==> config.mk <==
export PLATFORM = sky130hd
export DESIGN_NAME = playfair_digraph_cipher
export DESIGN_NICKNAME = d
export VERILOG_FILES = /design/src/rtl/pfc_pkg.sv /design/src/rtl/pfc_store.sv /design/src/rtl/pfc_outbuf.sv /design/src/rtl/pfc_ctrl.sv /design/src/rtl/playfair_digraph_cipher.sv
export SDC_FILE = /design/constraint.sdc
export NUM_CORES = 1
export LEC_CHECK = 0
export BUFFER_PORTS_ARGS = -buffer_cell sky130_fd_sc_hd__buf_2
export CORE_MARGIN = 5
export CORE_UTILIZATION = 25
export CTS_CLUSTER_SIZE = 10
export DETAILED_ROUTE_END_ITERATION = 10
export PLACE_DENSITY = 0.45
export SKIP_LAST_GASP = 1
export SYNTH_ARGS = -nofsm -noshare
export SYNTH_HDL_FRONTEND = slang
export SYNTH_SLANG_ARGS = --single-unit
export TNS_END_PERCENT = 1
==> constraint.sdc <==
create_clock -name clk -period 5.7 [get_ports clk]
set_input_delay 0.57 -clock clk [delete_from_list [all_inputs] [get_ports clk]]
set_output_delay 0.57 -clock clk [all_outputs]
set_load 0.01 [all_outputs]
==> src/rtl/pfc_pkg.sv <==
// Shared constants, types and helper functions for the Playfair digraph cipher.
package pfc_pkg;

  localparam logic [4:0] LET_I = 5'd8;
  localparam logic [4:0] LET_J = 5'd9;
  localparam logic [4:0] LET_X = 5'd23;
  localparam logic [4:0] CELLS = 5'd25;
  localparam logic [4:0] ALPHA = 5'd26;
  localparam logic [4:0] LAST_LETTER = 5'd25;

  localparam logic [1:0] MODE_KEY  = 2'd0;
  localparam logic [1:0] MODE_TEXT = 2'd1;
  localparam logic [1:0] MODE_END  = 2'd2;

  typedef enum logic [6:0] {
    S_IDLE = 7'b0000001,
    S_FILL = 7'b0000010,
    S_TEXT = 7'b0000100,
    S_PLB  = 7'b0001000,
    S_PLD  = 7'b0010000,
    S_SQ1  = 7'b0100000,
    S_OUT  = 7'b1000000
  } state_t;

  // Access requests from the sequencer to the square and place memories.
  typedef struct packed {
    logic       sq_we;
    logic [4:0] sq_waddr;
    logic [4:0] sq_wdata;
    logic       sq_re;
    logic [4:0] sq_raddr;
    logic       pl_we;
    logic [4:0] pl_waddr;
    logic [4:0] pl_wdata;
    logic       pl_re;
    logic [4:0] pl_raddr;
  } mem_req_t;

  // Load of one finished digraph into the output buffer.
  typedef struct packed {
    logic       ld;
    logic [4:0] first;
    logic [4:0] second;
  } ob_load_t;

  function automatic logic [2:0] cell_row(input logic [4:0] p);
    logic [2:0] r;
    if (p >= 5'd20)      r = 3'd4;
    else if (p >= 5'd15) r = 3'd3;
    else if (p >= 5'd10) r = 3'd2;
    else if (p >= 5'd5)  r = 3'd1;
    else                 r = 3'd0;
    return r;
  endfunction

  function automatic logic [2:0] cell_col(input logic [4:0] p);
    logic [4:0] rr;
    logic [4:0] d;
    rr = {2'b00, cell_row(p)};
    d  = p - ((rr << 2) + rr);
    return d[2:0];
  endfunction

  function automatic logic [4:0] cell_addr(input logic [2:0] r, input logic [2:0] c);
    logic [4:0] rr;
    rr = {2'b00, r};
    return (rr << 2) + rr + {2'b00, c};
  endfunction

  // Step one place along a row or column, wrapping around the square.
  function automatic logic [2:0] step5(input logic [2:0] v, input logic back);
    logic [2:0] s;
    if (back) s = (v == 3'd0) ? 3'd4 : v - 3'd1;
    else      s = (v == 3'd4) ? 3'd0 : v + 3'd1;
    return s;
  endfunction

endpackage

==> src/rtl/pfc_store.sv <==
// Square and letter-place memories with registered read data.
module pfc_store (
  input  logic              clk,
  input  pfc_pkg::mem_req_t req,
  output logic [4:0]        sq_rdata,
  output logic [4:0]        pl_rdata
);

  logic [4:0] sq_mem [0:24];
  logic [4:0] pl_mem [0:25];
  logic [4:0] sq_rdata_r;
  logic [4:0] pl_rdata_r;

  always_ff @(posedge clk) begin
    if (req.sq_we) begin
      sq_mem[req.sq_waddr] <= req.sq_wdata;
    end
    if (req.sq_re) begin
      sq_rdata_r <= sq_mem[req.sq_raddr];
    end
  end

  always_ff @(posedge clk) begin
    if (req.pl_we) begin
      pl_mem[req.pl_waddr] <= req.pl_wdata;
    end
    if (req.pl_re) begin
      pl_rdata_r <= pl_mem[req.pl_raddr];
    end
  end

  assign sq_rdata = sq_rdata_r;
  assign pl_rdata = pl_rdata_r;

endmodule

==> src/rtl/pfc_outbuf.sv <==
// Two-letter output buffer that presents a digraph on the result stream.
module pfc_outbuf (
  input  logic              clk,
  input  logic              rst_n,
  input  pfc_pkg::ob_load_t load,
  output logic              free,
  output logic              out_valid,
  input  logic              out_ready,
  output logic [4:0]        out_letter,
  output logic              out_last
);

  logic [1:0] cnt_r, cnt_nxt;
  logic [4:0] first_r, second_r;

  assign out_valid  = (cnt_r != 2'd0);
  assign out_last   = (cnt_r == 2'd1);
  assign out_letter = (cnt_r == 2'd2) ? first_r : second_r;
  assign free       = (cnt_r == 2'd0) || ((cnt_r == 2'd1) && out_ready);

  always_comb begin
    cnt_nxt = cnt_r;
    if (out_valid && out_ready) begin
      cnt_nxt = cnt_r - 2'd1;
    end
    if (load.ld) begin
      cnt_nxt = 2'd2;
    end
  end

  always_ff @(posedge clk) begin
    if (!rst_n) begin
      cnt_r <= 2'd0;
    end else begin
      cnt_r <= cnt_nxt;
    end
  end

  always_ff @(posedge clk) begin
    if (load.ld) begin
      first_r  <= load.first;
      second_r <= load.second;
    end
  end

endmodule

==> src/rtl/pfc_ctrl.sv <==
// Sequencer: key placement, square completion and digraph lookups.
module pfc_ctrl (
  input  logic              clk,
  input  logic              rst_n,
  input  logic              cfg_wr_en,
  input  logic              cfg_wr_data,
  input  logic              in_valid,
  output logic              in_ready,
  input  logic [1:0]        in_mode,
  input  logic [4:0]        in_letter,
  output pfc_pkg::mem_req_t req,
  input  logic [4:0]        sq_rdata,
  input  logic [4:0]        pl_rdata,
  input  logic              ob_free,
  output pfc_pkg::ob_load_t ob_ld
);

  pfc_pkg::state_t state_r, state_nxt;
  logic        dir_r;
  logic [25:0] used_r, used_nxt;
  logic [4:0]  fill_r, fill_nxt;
  logic        done_r, done_nxt;
  logic        held_r, held_nxt;
  logic [4:0]  held_let_r, held_let_nxt;
  logic [4:0]  idx_r, idx_nxt;
  logic [4:0]  cur_r, cur_nxt;
  logic        is_end_r, is_end_nxt;
  logic [4:0]  b_r, b_nxt;
  logic [4:0]  pa_r, pa_nxt;
  logic [4:0]  o1a_r, o1a_nxt;
  logic [4:0]  o0_r, o0_nxt;

  logic        acc;
  logic [4:0]  let_map;
  logic [25:0] used_base;
  logic [4:0]  fill_base;
  logic [2:0]  r0, c0, r1, c1;

  assign in_ready = (state_r == pfc_pkg::S_IDLE);
  assign acc      = in_valid && in_ready;
  assign let_map  = (in_letter == pfc_pkg::LET_J) ? pfc_pkg::LET_I : in_letter;
  // A key letter after text starts from an empty square.
  assign used_base = done_r ? 26'd0 : used_r;
  assign fill_base = done_r ? 5'd0 : fill_r;

  assign r0 = pfc_pkg::cell_row(pa_r);
  assign c0 = pfc_pkg::cell_col(pa_r);
  assign r1 = pfc_pkg::cell_row(pl_rdata);
  assign c1 = pfc_pkg::cell_col(pl_rdata);

  always_comb begin
    state_nxt    = state_r;
    used_nxt     = used_r;
    fill_nxt     = fill_r;
    done_nxt     = done_r;
    held_nxt     = held_r;
    held_let_nxt = held_let_r;
    idx_nxt      = idx_r;
    cur_nxt      = cur_r;
    is_end_nxt   = is_end_r;
    b_nxt        = b_r;
    pa_nxt       = pa_r;
    o1a_nxt      = o1a_r;
    o0_nxt       = o0_r;
    req          = '0;
    ob_ld        = '0;

    unique case (state_r)
      pfc_pkg::S_IDLE: begin
        if (acc) begin
          unique case (in_mode)
            pfc_pkg::MODE_KEY: begin
              if (in_letter < pfc_pkg::ALPHA) begin
                if (done_r) begin
                  done_nxt     = 1'b0;
                  held_nxt     = 1'b0;
                  held_let_nxt = 5'd0;
                end
                used_nxt = used_base;
                fill_nxt = fill_base;
                if (!used_base[let_map] && (fill_base < pfc_pkg::CELLS)) begin
                  req.sq_we    = 1'b1;
                  req.sq_waddr = fill_base;
                  req.sq_wdata = let_map;
                  req.pl_we    = 1'b1;
                  req.pl_waddr = let_map;
                  req.pl_wdata = fill_base;
                  used_nxt     = used_base | (26'd1 << let_map);
                  fill_nxt     = fill_base + 5'd1;
                end
              end
            end
            pfc_pkg::MODE_TEXT: begin
              if (in_letter < pfc_pkg::ALPHA) begin
                cur_nxt    = let_map;
                is_end_nxt = 1'b0;
                idx_nxt    = 5'd0;
                state_nxt  = done_r ? pfc_pkg::S_TEXT : pfc_pkg::S_FILL;
              end
            end
            pfc_pkg::MODE_END: begin
              is_end_nxt = 1'b1;
              idx_nxt    = 5'd0;
              state_nxt  = done_r ? pfc_pkg::S_TEXT : pfc_pkg::S_FILL;
            end
            default: begin
            end
          endcase
        end
      end

      // Walk the alphabet once and place every letter still missing except 'j'.
      pfc_pkg::S_FILL: begin
        if ((idx_r != pfc_pkg::LET_J) && !used_r[idx_r] && (fill_r < pfc_pkg::CELLS)) begin
          req.sq_we    = 1'b1;
          req.sq_waddr = fill_r;
          req.sq_wdata = idx_r;
          req.pl_we    = 1'b1;
          req.pl_waddr = idx_r;
          req.pl_wdata = fill_r;
          used_nxt     = used_r | (26'd1 << idx_r);
          fill_nxt     = fill_r + 5'd1;
        end
        idx_nxt = idx_r + 5'd1;
        if (idx_r == pfc_pkg::LAST_LETTER) begin
          done_nxt  = 1'b1;
          state_nxt = pfc_pkg::S_TEXT;
        end
      end

      // Pairing decision; a pair always starts with the held letter.
      pfc_pkg::S_TEXT: begin
        req.pl_raddr = held_let_r;
        if (is_end_r) begin
          if (held_r) begin
            b_nxt      = pfc_pkg::LET_X;
            held_nxt   = 1'b0;
            req.pl_re  = 1'b1;
            state_nxt  = pfc_pkg::S_PLB;
          end else begin
            state_nxt = pfc_pkg::S_IDLE;
          end
        end else if (!held_r) begin
          held_nxt     = 1'b1;
          held_let_nxt = cur_r;
          state_nxt    = pfc_pkg::S_IDLE;
        end else if (held_let_r == cur_r) begin
          b_nxt     = pfc_pkg::LET_X;
          req.pl_re = 1'b1;
          state_nxt = pfc_pkg::S_PLB;
        end else begin
          b_nxt     = cur_r;
          held_nxt  = 1'b0;
          req.pl_re = 1'b1;
          state_nxt = pfc_pkg::S_PLB;
        end
      end

      pfc_pkg::S_PLB: begin
        req.pl_re    = 1'b1;
        req.pl_raddr = b_r;
        pa_nxt       = pl_rdata;
        state_nxt    = pfc_pkg::S_PLD;
      end

      pfc_pkg::S_PLD: begin
        req.sq_re = 1'b1;
        if (r0 == r1) begin
          req.sq_raddr = pfc_pkg::cell_addr(r0, pfc_pkg::step5(c0, dir_r));
          o1a_nxt      = pfc_pkg::cell_addr(r1, pfc_pkg::step5(c1, dir_r));
        end else if (c0 == c1) begin
          req.sq_raddr = pfc_pkg::cell_addr(pfc_pkg::step5(r0, dir_r), c0);
          o1a_nxt      = pfc_pkg::cell_addr(pfc_pkg::step5(r1, dir_r), c1);
        end else begin
          req.sq_raddr = pfc_pkg::cell_addr(r0, c1);
          o1a_nxt      = pfc_pkg::cell_addr(r1, c0);
        end
        state_nxt = pfc_pkg::S_SQ1;
      end

      pfc_pkg::S_SQ1: begin
        req.sq_re    = 1'b1;
        req.sq_raddr = o1a_r;
        o0_nxt       = sq_rdata;
        state_nxt    = pfc_pkg::S_OUT;
      end

      // The second letter stays in the square read register until loaded.
      pfc_pkg::S_OUT: begin
        if (ob_free) begin
          ob_ld.ld     = 1'b1;
          ob_ld.first  = o0_r;
          ob_ld.second = sq_rdata;
          state_nxt    = pfc_pkg::S_IDLE;
        end
      end

      default: begin
        state_nxt = pfc_pkg::S_IDLE;
      end
    endcase
  end

  always_ff @(posedge clk) begin
    if (!rst_n) begin
      state_r    <= pfc_pkg::S_IDLE;
      dir_r      <= 1'b0;
      used_r     <= 26'd0;
      fill_r     <= 5'd0;
      done_r     <= 1'b0;
      held_r     <= 1'b0;
      held_let_r <= 5'd0;
    end else begin
      state_r    <= state_nxt;
      used_r     <= used_nxt;
      fill_r     <= fill_nxt;
      done_r     <= done_nxt;
      held_r     <= held_nxt;
      held_let_r <= held_let_nxt;
      if (cfg_wr_en) begin
        dir_r <= cfg_wr_data;
      end
    end
  end

  always_ff @(posedge clk) begin
    idx_r    <= idx_nxt;
    cur_r    <= cur_nxt;
    is_end_r <= is_end_nxt;
    b_r      <= b_nxt;
    pa_r     <= pa_nxt;
    o1a_r    <= o1a_nxt;
    o0_r     <= o0_nxt;
  end

endmodule

==> src/rtl/playfair_digraph_cipher.sv <==
// Top level of the Playfair digraph cipher.
// A key letter is placed in its transfer cycle; a text letter that closes a digraph goes
// through a decision, two place reads, two square reads and a load before out_tvalid rises,
// after a walk of the alphabet when it first completes the square. Key letters are taken
// every cycle; no letter is taken while a text letter is in work, and an output stall holds it.
// Reset clears the control state and the output buffer; memory contents are not cleared.
module playfair_digraph_cipher (
  input  logic       clk,
  input  logic       rst_n,
  input  logic       cfg_wr_en,
  input  logic       cfg_wr_data,   // direction
  input  logic       in_tvalid,
  output logic       in_tready,
  input  logic [7:0] in_tdata,      // [4:0] letter
  input  logic [1:0] in_tuser,      // [1:0] mode
  output logic       out_tvalid,
  input  logic       out_tready,
  output logic [7:0] out_tdata,     // [4:0] out_letter
  output logic       out_tlast
);

  pfc_pkg::mem_req_t req;
  pfc_pkg::ob_load_t ob_ld;
  logic [4:0] sq_rdata;
  logic [4:0] pl_rdata;
  logic       ob_free;
  logic [4:0] out_letter;

  pfc_ctrl u_ctrl (
    .clk         (clk),
    .rst_n       (rst_n),
    .cfg_wr_en   (cfg_wr_en),
    .cfg_wr_data (cfg_wr_data),
    .in_valid    (in_tvalid),
    .in_ready    (in_tready),
    .in_mode     (in_tuser),
    .in_letter   (in_tdata[4:0]),
    .req         (req),
    .sq_rdata    (sq_rdata),
    .pl_rdata    (pl_rdata),
    .ob_free     (ob_free),
    .ob_ld       (ob_ld)
  );

  pfc_store u_store (
    .clk      (clk),
    .req      (req),
    .sq_rdata (sq_rdata),
    .pl_rdata (pl_rdata)
  );

  pfc_outbuf u_outbuf (
    .clk        (clk),
    .rst_n      (rst_n),
    .load       (ob_ld),
    .free       (ob_free),
    .out_valid  (out_tvalid),
    .out_ready  (out_tready),
    .out_letter (out_letter),
    .out_last   (out_tlast)
  );

  assign out_tdata = {3'b000, out_letter};

endmodule

==> results_dict.tcl <==
set metrics [dict create \
    status "completed" \
    grtUsageTotal_pct 11.9 \
    drc 0 \
    antenna_found_initial 0 \
    ys_seq_area_share_pct 56.3 \
    wl_um 47600 \
    cts_tree "built" \
    gp_congestion 0.851 \
    rsz0062_at_grt "false" \
    synth_most_common_cell "edfxtp_1" \
    drtAntennaViolNets 0 \
    place_hpwl_um 32200 \
    initialDrtViolationCount 720 \
    worstMarginPinSlew_ps 1060 \
    hold_path.class "input pin to flop" \
    gr-total-overflow 0 \
    cts.clk_slew.worst_paths_ps 50 \
    finalSetupTns_ps 0 \
    final_cell_area_mm2 0.0206 \
    syn_area_mm2 0.0180 \
    synth_edf_count 306 \
    period_share_pct 94.4 \
    viasPerCell 4.73 \
    core_area_mm2 0.0715 \
    wl_per_cell_um 18.3 \
    max_cap_viol_count 0 \
    setup_viol 0 \
    clock-sinks 354 \
    rows 98 \
    yosys-top-cells-area "edfxtp_1 51%, dfxtp_1 5.3%, nand2_1 3.7%, ha_1 3.3%, a211oi_1 2.8%" \
    cp-start-kind "flop" \
    die_height_um 279 \
    cts-root-buf "clkbuf_16" \
    post-route-min-period_ps 5380 \
    grt_max_degree 66 \
    vias 12300 \
    crit_start "u_ctrl.pa_r[3]" \
    rrSetupSlack_ps 320 \
    placed_area_mm2 0.0193 \
    synthTopCellsByCount "306 x edfxtp_1, 179 x nand2_1, 134 x nor2_1" \
    io_pins 27 \
    finalHoldViolCount 0 \
    antennaDiodeCount 0 \
    worst_ir_drop_vdd_uv 221 \
    start_util_pct 25.2 \
    drive_gt1_share_pct 10.9 \
    cts_resized 0 \
    grt_pass1_wl_um 73200 \
    avgSynthCellArea_um2 11.2 \
    crit_path_end_kind "flop" \
    grt_pass1_vias 12400 \
    power.density_mw_per_mm2 285 \
    ys_types 89 \
    rr_worst_depth 19 \
    drv_slew 0 \
    fp.dieW_um 279 \
    arrival_ps 5670 \
    max-slew-margin-rel_pct 29.6 \
    synthDominantCellAreaShare_pct 50.9 \
    cts-htree-levels 2 \
    port_buffers 20 \
    cts_max_path_buffers 3 \
    endpoint "u_store.sq_rdata[0]" \
    drtPass1Iterations 5 \
    synth_top_area_cell "edfxtp_1" \
    async_reset_ff_share_pct 0 \
    power_uw 5850 \
    cp_max_fo 9 \
    fmax_mhz 186 \
    yosys_register_bits 354 \
    r2r_start "u_ctrl.pa_r[3]" \
    reg2reg_to "u_store.sq_rdata[0]" \
    n_fill_cell 7352 \
    postCtsHoldBufs 0 \
    syn_inst 1608 \
    post_cts_buffers 0 \
    timing.hold.ws_ps 278 \
    area_growth_pct 14.0 \
    leakage_uw 0.00714 \
    skew_ps 34.6 \
    yosysWarnings 0 \
    clk_latency_ps 580 \
    numCtsBuffers 43 \
    required_ps 5990 \
    nets 1702 \
    dieArea_mm2 0.0776 \
    synthFlopType "edfxtp_1" \
    path_class "flop to flop" \
]
[placed cells by master, fill, tap and decap left out, types with 16 or more instances in the layout]
master     count
a31oi_1       25
inv_1         57
nor2b_1       24
xnor2_1       16
nand2b_1      17
ha_1          48
a211oi_1      67
a21boi_0      44
nor3_1        19
a21oi_1       74
buf_4         52
a311oi_1      20
o21ai_0       78
nor2_1       133
and2_1        51
nand2_1      179
dfxtp_1       48
edfxtp_1     306
mux2i_1       40
clkbuf_16     44
nand3_1       42
buf_2         20
[metal layers]
metal,track usage (%),vias to the layer above,wire (um)
met5,0,-,0
met4,3.40,0,1180
met3,1.88,67,1840
met2,19.7,209,22500
met1,16.2,6037,22100
li1,-,5987,-
[worst max-delay path: stages, from the launching register on]
cell and delay, ps:
edfxtp_1 490, nor2b_1 250, a2111oi_4 110, nand2b_1 170
inv_1 120, ha_1 150, inv_1 40, fa_1 610
inv_1 160, ha_1 250, or2_2 300, mux4_1 490
ha_1 340, xnor2_1 170, o31a_1 280, o21a_1 270
nor2_1 280, o21ai_0 190, a31oi_1 310, nor3_1 120
[flip-flops by register name, summed over array words and instances, names as in the netlist, 7 cells and up]
register,count
u_store.pl_mem,130
u_ctrl.used_r,26
u_store.sq_mem,125
u_ctrl.state_r,7
[area by class of cell]
class / count / area [um2] / share of cell area, %
repair buffers: 74 / 531 / 2.58
multi-input cells: 1094 / 7250 / 35.3
inverters: 61 / 229 / 1.11
well taps: 950 / 1190 / 5.78
flip-flops and latches: 354 / 10100 / 49.4
clock buffers: 58 / 1150 / 5.61
clock inverters: 8 / 55.1 / 0.268
[stage by stage]
| step | instances | setup WS [ps] | utilization (%) |
|---|---|---|---|
| 2_1_floorplan | 1610 | 612 | - |
| 3_3_place_gp | 2533 | 259 | 27.1 |
| 3_5_place_dp | 2533 | 203 | 27.1 |
| 4_1_cts | 2599 | 220 | 28.8 |
| 5_1_grt | 2599 | 15.8 | 28.8 |
| 6_report | 2599 | 320 | 28.8 |
[cells by family after synthesis]
logic type	synth area share (%)
compound gates	16.0
xor+xnor	1.57
fa+ha+maj	4.50
buf+inv	3.72
flops	56.3
mux	4.24
other cells	0.0208
simple gates	13.7
[worst min-delay path by stage]
stage	start	to	slack [ps]	cells past startpoint
4_1_cts	cfg_wr_data	u_ctrl.dir_r	240	3
2_1_floorplan	u_store.sq_rdata[0]	u_ctrl.o0_r[0]	420	0
5_1_grt	cfg_wr_data	u_ctrl.dir_r	290	3
3_3_place_gp	u_store.sq_rdata[3]	u_ctrl.o0_r[3]	430	0
3_5_place_dp	u_store.sq_rdata[1]	u_ctrl.o0_r[1]	440	0
6_report	cfg_wr_data	u_ctrl.dir_r	280	3
[power breakdown]
part	total [uW]	internal [uW]	leakage (uW)	switching, uW
registers	2930	2870	0.00303	61.4
logic	485	172	0.00352	313
clock network	2440	1400	0.000587	1040
Note: power is estimated with default switching activity, not from simulation.
